===== config.mk =====
export PLATFORM = sky130hd
export DESIGN_NAME = level_interrupt_controller_32
export DESIGN_NICKNAME = d
export VERILOG_FILES = /design/src/rtl/lic_pkg.sv /design/src/rtl/lic_core.sv /design/src/rtl/level_interrupt_controller_32.sv
export VERILOG_INCLUDE_DIRS = /design/src /design/src/rtl
export SDC_FILE = /design/constraint.sdc
export NUM_CORES = 1
export LEC_CHECK = 0
export BUFFER_PORTS_ARGS = -buffer_cell sky130_fd_sc_hd__buf_2
export CAP_MARGIN = 0
export CORE_MARGIN = 2
export CORE_UTILIZATION = 55
export DETAILED_ROUTE_END_ITERATION = 7
export PLACE_DENSITY = 0.84
export SYNTH_ARGS = -nofsm -noshare
export SYNTH_HDL_FRONTEND = slang
export SYNTH_SLANG_ARGS = --single-unit

===== constraint.sdc =====
create_clock -name clk -period 4 [get_ports clk]
set_clock_uncertainty 0.15 [all_clocks]
set_input_delay 0.4 -clock clk [delete_from_list [all_inputs] [get_ports clk]]
set_output_delay 0.4 -clock clk [all_outputs]
set_load 0.01 [all_outputs]

===== src/rtl/level_interrupt_controller_32_assert.svh =====
// ----------------------------------------------------------------------------
// level_interrupt_controller_32_assert.svh
// Assertion macros used by the interrupt controller RTL
// ----------------------------------------------------------------------------
`ifndef LEVEL_INTERRUPT_CONTROLLER_32_ASSERT_SVH
`define LEVEL_INTERRUPT_CONTROLLER_32_ASSERT_SVH

// same-cycle implication, sampled on clk, off during reset
`define LIC_ASSERT_NOW(label, ante, cons) \
    label: assert property (@(posedge clk) disable iff (!rst_n) (ante) |-> (cons)) \
        else $error("interrupt controller check failed");

// next-cycle implication, sampled on clk, off during reset
`define LIC_ASSERT_NEXT(label, ante, cons) \
    label: assert property (@(posedge clk) disable iff (!rst_n) (ante) |=> (cons)) \
        else $error("interrupt controller check failed");

`endif


===== src/rtl/lic_pkg.sv =====
// ----------------------------------------------------------------------------
// lic_pkg
// Types and constants of the level interrupt controller
// ----------------------------------------------------------------------------
package lic_pkg;

    // item kinds
    localparam logic [1:0] OP_TICK  = 2'd0;
    localparam logic [1:0] OP_READ  = 2'd1;
    localparam logic [1:0] OP_WRITE = 2'd2;

    // register byte offsets
    localparam logic [7:0] OFF_REV      = 8'h00;
    localparam logic [7:0] OFF_ACK      = 8'h20;
    localparam logic [7:0] OFF_STATUS   = 8'h24;
    localparam logic [7:0] OFF_POLARITY = 8'h28;
    localparam logic [7:0] OFF_ACKMODE  = 8'h2C;
    localparam logic [7:0] OFF_MASK     = 8'h48;

    // lowest revision that allows ack mode
    localparam logic [7:0] MIN_ACK_REV  = 8'd70;
    localparam logic [7:0] REV_RESET    = 8'd70;

    localparam int unsigned WORD_W = 32;

    typedef struct packed {
        logic [1:0]        op;
        logic [7:0]        reg_offset;
        logic [WORD_W-1:0] write_data;
        logic [WORD_W-1:0] line_levels;
    } lic_item_t;

    typedef struct packed {
        logic [WORD_W-1:0] read_data;
        logic              irq_out;
    } lic_result_t;

    typedef struct packed {
        logic irq_now;
        logic ack_mode;
    } lic_status_t;

endpackage


===== src/rtl/lic_core.sv =====
// ----------------------------------------------------------------------------
// lic_core
// Interrupt state registers and the single-pass update for one item
// ----------------------------------------------------------------------------
module lic_core #(
    parameter int unsigned NUM_LINES = 32
) (
    input  logic               clk,
    input  logic               rst_n,
    input  logic               step_en,
    input  lic_pkg::lic_item_t item,
    input  logic [7:0]         revision,
    output lic_pkg::lic_result_t result,
    output lic_pkg::lic_status_t status
);
    import lic_pkg::*;

    logic [NUM_LINES-1:0] pending_reg, pending_next;
    logic [NUM_LINES-1:0] mask_reg, mask_next;
    logic [NUM_LINES-1:0] polarity_reg, polarity_next;
    logic                 ack_mode_reg, ack_mode_next;
    logic [NUM_LINES-1:0] active;
    logic [WORD_W-1:0]    rd;

    // lines that differ from their polarity are active
    assign active = item.line_levels[NUM_LINES-1:0] ^ polarity_reg;

    // next state for the item
    always_comb
    begin
        pending_next  = pending_reg;
        mask_next     = mask_reg;
        polarity_next = polarity_reg;
        ack_mode_next = ack_mode_reg;
        case (item.op)
            OP_TICK:
            begin
                pending_next = ack_mode_reg ? (pending_reg | active) : active;
            end
            OP_WRITE:
            begin
                case (item.reg_offset)
                    OFF_ACK:
                    begin
                        if (ack_mode_reg)
                        begin
                            pending_next = pending_reg & ~item.write_data[NUM_LINES-1:0];
                        end
                    end
                    OFF_POLARITY: polarity_next = item.write_data[NUM_LINES-1:0];
                    OFF_ACKMODE:
                    begin
                        ack_mode_next = (revision >= MIN_ACK_REV) ? item.write_data[0] : 1'b0;
                    end
                    OFF_MASK:     mask_next = item.write_data[NUM_LINES-1:0];
                    default:      ;
                endcase
            end
            default: ;
        endcase
    end

    // read mux, reads have no side effects
    always_comb
    begin
        rd = '0;
        if (item.op == OP_READ)
        begin
            case (item.reg_offset)
                OFF_REV:      rd = WORD_W'(revision);
                OFF_STATUS:
                begin
                    rd = ack_mode_reg ? WORD_W'(pending_reg & mask_reg) : WORD_W'(pending_reg);
                end
                OFF_POLARITY: rd = WORD_W'(polarity_reg);
                OFF_ACKMODE:  rd = WORD_W'(ack_mode_reg);
                OFF_MASK:     rd = WORD_W'(mask_reg);
                default:      rd = '0;
            endcase
        end
    end

    // result of the item, irq taken after the update
    assign result.read_data = rd;
    assign result.irq_out   = |(pending_next & mask_next);

    assign status.irq_now  = |(pending_reg & mask_reg);
    assign status.ack_mode = ack_mode_reg;

    // state registers
    always_ff @(posedge clk or negedge rst_n)
    begin
        if (!rst_n)
        begin
            pending_reg  <= '0;
            mask_reg     <= '0;
            polarity_reg <= '0;
            ack_mode_reg <= 1'b0;
        end
        else if (step_en)
        begin
            pending_reg  <= pending_next;
            mask_reg     <= mask_next;
            polarity_reg <= polarity_next;
            ack_mode_reg <= ack_mode_next;
        end
    end

endmodule


===== src/rtl/level_interrupt_controller_32.sv =====
// ----------------------------------------------------------------------------
// level_interrupt_controller_32
// Register block of a 32-line level interrupt controller
// ----------------------------------------------------------------------------
// Each input item is a line sample tick, a bus read or a bus write; each gives
// exactly one result item with the read data and the summary irq after the
// update. An item is taken into an input register, processed by the state
// update logic and written to a result register, so the block takes one item
// per cycle as long as the result side keeps taking items, and the result
// comes out of the result register after the input register. A stalled result
// holds the input register, and a new item is refused until the result is
// taken. The user must write the revision register through cfg_we / cfg_wdata
// only while no item is in flight; the block itself does not enforce this.
module level_interrupt_controller_32 #(
    parameter int unsigned NUM_LINES = 32
) (
    input  logic        clk,
    input  logic        rst_n,
    // revision register
    input  logic        cfg_we,
    input  logic [7:0]  cfg_wdata,
    // input items
    input  logic        s_axis_tvalid,
    output logic        s_axis_tready,
    input  logic [71:0] s_axis_tdata,  // reg_offset[7:0], write_data[39:8], line_levels[71:40]
    input  logic [1:0]  s_axis_tuser,  // op[1:0]
    // result items
    output logic        m_axis_tvalid,
    input  logic        m_axis_tready,
    output logic [39:0] m_axis_tdata   // read_data[31:0], irq_out[32], zero fill[39:33]
);
    import lic_pkg::*;

    logic [7:0]  revision_reg;
    logic        in_valid_reg;
    lic_item_t   in_item_reg;
    logic        res_valid_reg;
    lic_result_t res_reg;
    lic_result_t result;
    lic_status_t status;
    logic        result_free;
    logic        advance;

    // revision register
    always_ff @(posedge clk or negedge rst_n)
    begin
        if (!rst_n)
        begin
            revision_reg <= REV_RESET;
        end
        else if (cfg_we)
        begin
            revision_reg <= cfg_wdata;
        end
    end

    // pipeline flow control
    assign result_free   = !res_valid_reg || m_axis_tready;
    assign advance       = in_valid_reg && result_free;
    assign s_axis_tready = !in_valid_reg || advance;

    // input register
    always_ff @(posedge clk or negedge rst_n)
    begin
        if (!rst_n)
        begin
            in_valid_reg <= 1'b0;
        end
        else if (s_axis_tready)
        begin
            in_valid_reg <= s_axis_tvalid;
        end
    end

    always_ff @(posedge clk)
    begin
        if (s_axis_tvalid && s_axis_tready)
        begin
            in_item_reg.op          <= s_axis_tuser;
            in_item_reg.reg_offset  <= s_axis_tdata[7:0];
            in_item_reg.write_data  <= s_axis_tdata[39:8];
            in_item_reg.line_levels <= s_axis_tdata[71:40];
        end
    end

    // state and update logic
    lic_core #(
        .NUM_LINES (NUM_LINES)
    ) u_core (
        .clk      (clk),
        .rst_n    (rst_n),
        .step_en  (advance),
        .item     (in_item_reg),
        .revision (revision_reg),
        .result   (result),
        .status   (status)
    );

    // result register
    always_ff @(posedge clk or negedge rst_n)
    begin
        if (!rst_n)
        begin
            res_valid_reg <= 1'b0;
        end
        else if (result_free)
        begin
            res_valid_reg <= in_valid_reg;
        end
    end

    always_ff @(posedge clk)
    begin
        if (advance)
        begin
            res_reg <= result;
        end
    end

    assign m_axis_tvalid = res_valid_reg;
    assign m_axis_tdata  = {7'b0, res_reg.irq_out, res_reg.read_data};

    // checks
    `include "level_interrupt_controller_32_assert.svh"

    `LIC_ASSERT_NEXT(a_ackmode_needs_rev, advance && in_item_reg.op == OP_WRITE && in_item_reg.reg_offset == OFF_ACKMODE && revision_reg < MIN_ACK_REV, !status.ack_mode)
    `LIC_ASSERT_NOW(a_irq_matches_state, res_valid_reg, res_reg.irq_out == status.irq_now)
    `LIC_ASSERT_NEXT(a_item_kept_on_stall, in_valid_reg && !result_free, in_valid_reg)
    `LIC_ASSERT_NEXT(a_advance_fills_result, advance, res_valid_reg)

endmodule


==> summary.txt <==
Worst setup path
  • CP max stage cell: or4_1
  • Crit-path max cell delay: between 0.8 and 0.9 ns
  • R2r worst-path depth: 7
  • Element type at the critical path end: flop
  • Crit path max fanout: 20
  • CP cell instances: or4_1, buf_12, o311ai_0, nand3_1, a22oi_1, nand4_1, or4_1
  • Crit start category: flop
  • Worst Path Required: around 4.1 ns
  • Most used cell, CP: or4_1
  • Critical Path AT: 3.53 ns
  • CP Class: reg -> reg

Clock network
  • Root buf cell: clkbuf_16
  • Clock Pin Slew Worst Setup and Hold Paths: ~0.06 ns
  • CTS Buf Count: 23
  • Cts repair resizes: 0
  • Maximum clock path buffer count: 3
  • Clock Latency Late Sink: approximately 0.5 ns
  • CTS tree: done
  • H-tree depth: 1
  • Clock sinks: ~210

Timing
  • Fmax: 0.2902 GHz
  • Worst-Margin Slew: just over 1 ns
  • Tmin final: around 3.4 ns
  • Finish-stage setup viols: 0
  • Final period utilization: 86.14%
  • Final hold viol count: 0
  • Pins over their slew limit: 0
  • Setup TNS: 0 ns
  • Slew HR: 32.91%
  • RSZ-0062 raised after global routing: no

Synth
  • Synth area leader: edfxtp_1
  • Post-Syn Instances: 765
  • Sequential area share after synthesis: between 50% and 60%
  • Synth area leaders: edfxtp_1 (32%), dfrtp_1 (26%), mux2_2 (14%)
  • #FFs+latches synth: approximately 210
  • Ys flop type: edfxtp_1
  • Most numerous cell in the Yosys netlist: mux2_2
  • Synth async-reset ratio: 50.00%
  • Mapped Area: around 0.0099 mm^2
  • Post-synth top area share: between 30% and 40%
  • Synth Warn #: 0
  • Synth cell count leaders: mux2_2 (122), edfxtp_1 (107), dfrtp_1 (104)
  • Distinct cells, synth: 42
  • Number of flops mapped to enable cells by yosys: about 110
  • Syn Area/Cell: roughly 13 um^2

Die
  • I/O Pins: 129
  • Initial Utilization: 55.75%
  • Core Region: roughly 0.018 mm^2
  • Die Width: between 100 and 150 um
  • Rows: around 50
  • Die H: between 100 and 150 um
  • Die area: between 0.015 and 0.02 mm^2

Power
  • Static Leakage: roughly 0.0051 uW
  • P per Cell Area: 438.6 mW/mm^2
  • VDD IR-drop max: approximately 0.45 mV

Routing
  • Initial DRC Count: a little under 1000
  • # DRC: 0
  • Vias per cell: approximately 6.3
  • Final wirelength: roughly 26000 um
  • Post-DRT Antenna Nets: 0
  • First-pass iteration count of the detailed router: 6
  • Mean routed wirelength per cell: ~22 um
  • Routed via count: 7588

GRT
  • GR Overflow Total: 0
  • Total GRT Usage: a little over a quarter
  • Vias in the first global route: around 7800
  • Initial antenna violation count: 0
  • Largest net degree at the start of global routing: between 70 and 80
  • First-pass GRT wire length: around 42000 um

Cells and area
  • Final instance area: approximately 0.012 mm^2
  • Max FFs per register: 74
  • Share of layout cells above drive strength 1: between 30% and 40%
  • Layout area overhead: 23.86%
  • Final nets: around 1000

Min path
  • Worst Hold Class: in -> reg
  • Hold Crit Depth: 3

Placed design
  • DP Area: 0.01076 mm^2
  • GP Congestion: around 0.85
  • Final HPWL from detailed placement: around 15000 um
  • IO Port Bufs: 121

Run status
  • Outcome: finished clean

Run
  • Max_cap viols: 0
[stage by stage]
step / total power (uW) / utilization (%) / worst slack [ns] / std cells / hold WS [ns]
finish: 5403 / 69.05 / 0.5545 / 1205 / 0.04484
global route: 5593 / 69.04 / 0.4785 / 1204 / 0.05491
CTS: 5389 / 69.04 / 0.6184 / 1204 / 0.03698
detailed placement: 3319 / 60.31 / 0.6550 / 1079 / 0.3271
global placement: 3288 / 60.31 / 0.7611 / 1079 / 0.3155
floorplan: 3092 / - / 1.045 / 771 / -0.04559
[metal layers]
layer	up-vias	routed length, um	GRT usage [%]	part of all wire, %
li1	3317	-	-	-
met3	75	2402	3.879	9.2
met1	3677	10630	37.65	40
met4	0	664	8.808	2.5
met2	519	12550	44.92	48
met5	-	0	0	0
[path summary, 6_finish.rpt]
kind	startpoint	end	slack [ns]
min in group asynchronous	rst_n	u_core.polarity_reg[17]	0.34
hold / removal	m_axis_tready	m_axis_tvalid	0.04
max in group asynchronous	rst_n	revision_reg[1]	2.38
setup reg to reg	in_item_reg[67]	m_axis_tdata[32]	0.55
setup / recovery	in_item_reg[67]	m_axis_tdata[32]	0.55
hold reg to reg	in_valid_reg	m_axis_tvalid	0.36
[critical path: cells and delay by family, from the launching register on]
kind / cells / cell delay (ns)
simple gates: 4 / 1.70
compound gates: 2 / 0.58
flops: 1 / 0.46
buf+inv: 1 / 0.29
[where the power goes]
group          leakage (uW)  total (uW)  internal (uW)  switching, uW
registers           0.00246        2760           2550            209
logic               0.00232         612            309            303
clock network      0.000348        2030           1180            850
[area by class of cell]
cell class              count  area, um^2
flip-flops and latches    214        5894
clock buffers              32       639.4
fillers                  1186        5522
inverters                   1       3.754
repair buffers            227        1627
clock inverters             9       77.57
diodes                      1       2.502
well taps                 229       286.5
multi-input cells         492        3789
[placed cells by master, fill, tap and decap left out, types with 2 or more instances in the layout]
master,instances
a21o_1,3
nand4_1,5
a22oi_2,2
clkbuf_8,3
o311ai_1,21
nor2b_1,2
o21ai_0,36
and2_4,2
nor2b_2,3
a22oi_1,42
nand2_1,70
a222oi_1,4
dlygate4sd3_1,84
nand3_1,32
a32oi_1,4
xor2_1,32
clkbuf_1,6
mux2_2,122
buf_4,22
clkbuf_16,23
and3_1,3
mux2_1,14
o311ai_0,11
dfrtp_1,104
a21oi_1,32
clkinv_1,2
nand2b_1,7
clkinvlp_4,2
clkinv_2,4
dfstp_2,3
o211ai_1,24
edfxtp_1,107
buf_2,120
or4_1,2
conb_1,7
[what timing repair did]
item,in CTS,in global routing
hold buffers,84,0
buffers inserted,0,0
hold endpoints to repair,130,0
[cells by family (layout without fill, tap and decap cells)]
logic type	count (synthesis)	after routing	synth area share, %
simple gates	136	136	6.705
mux	136	136	15.40
other cells	1	8	0.03770
buf+inv	65	269	3.145
flops	214	214	59.27
compound gates	181	181	12.63
xor+xnor	32	32	2.818
No activity file was read; power rests on OpenSTA's default activity.
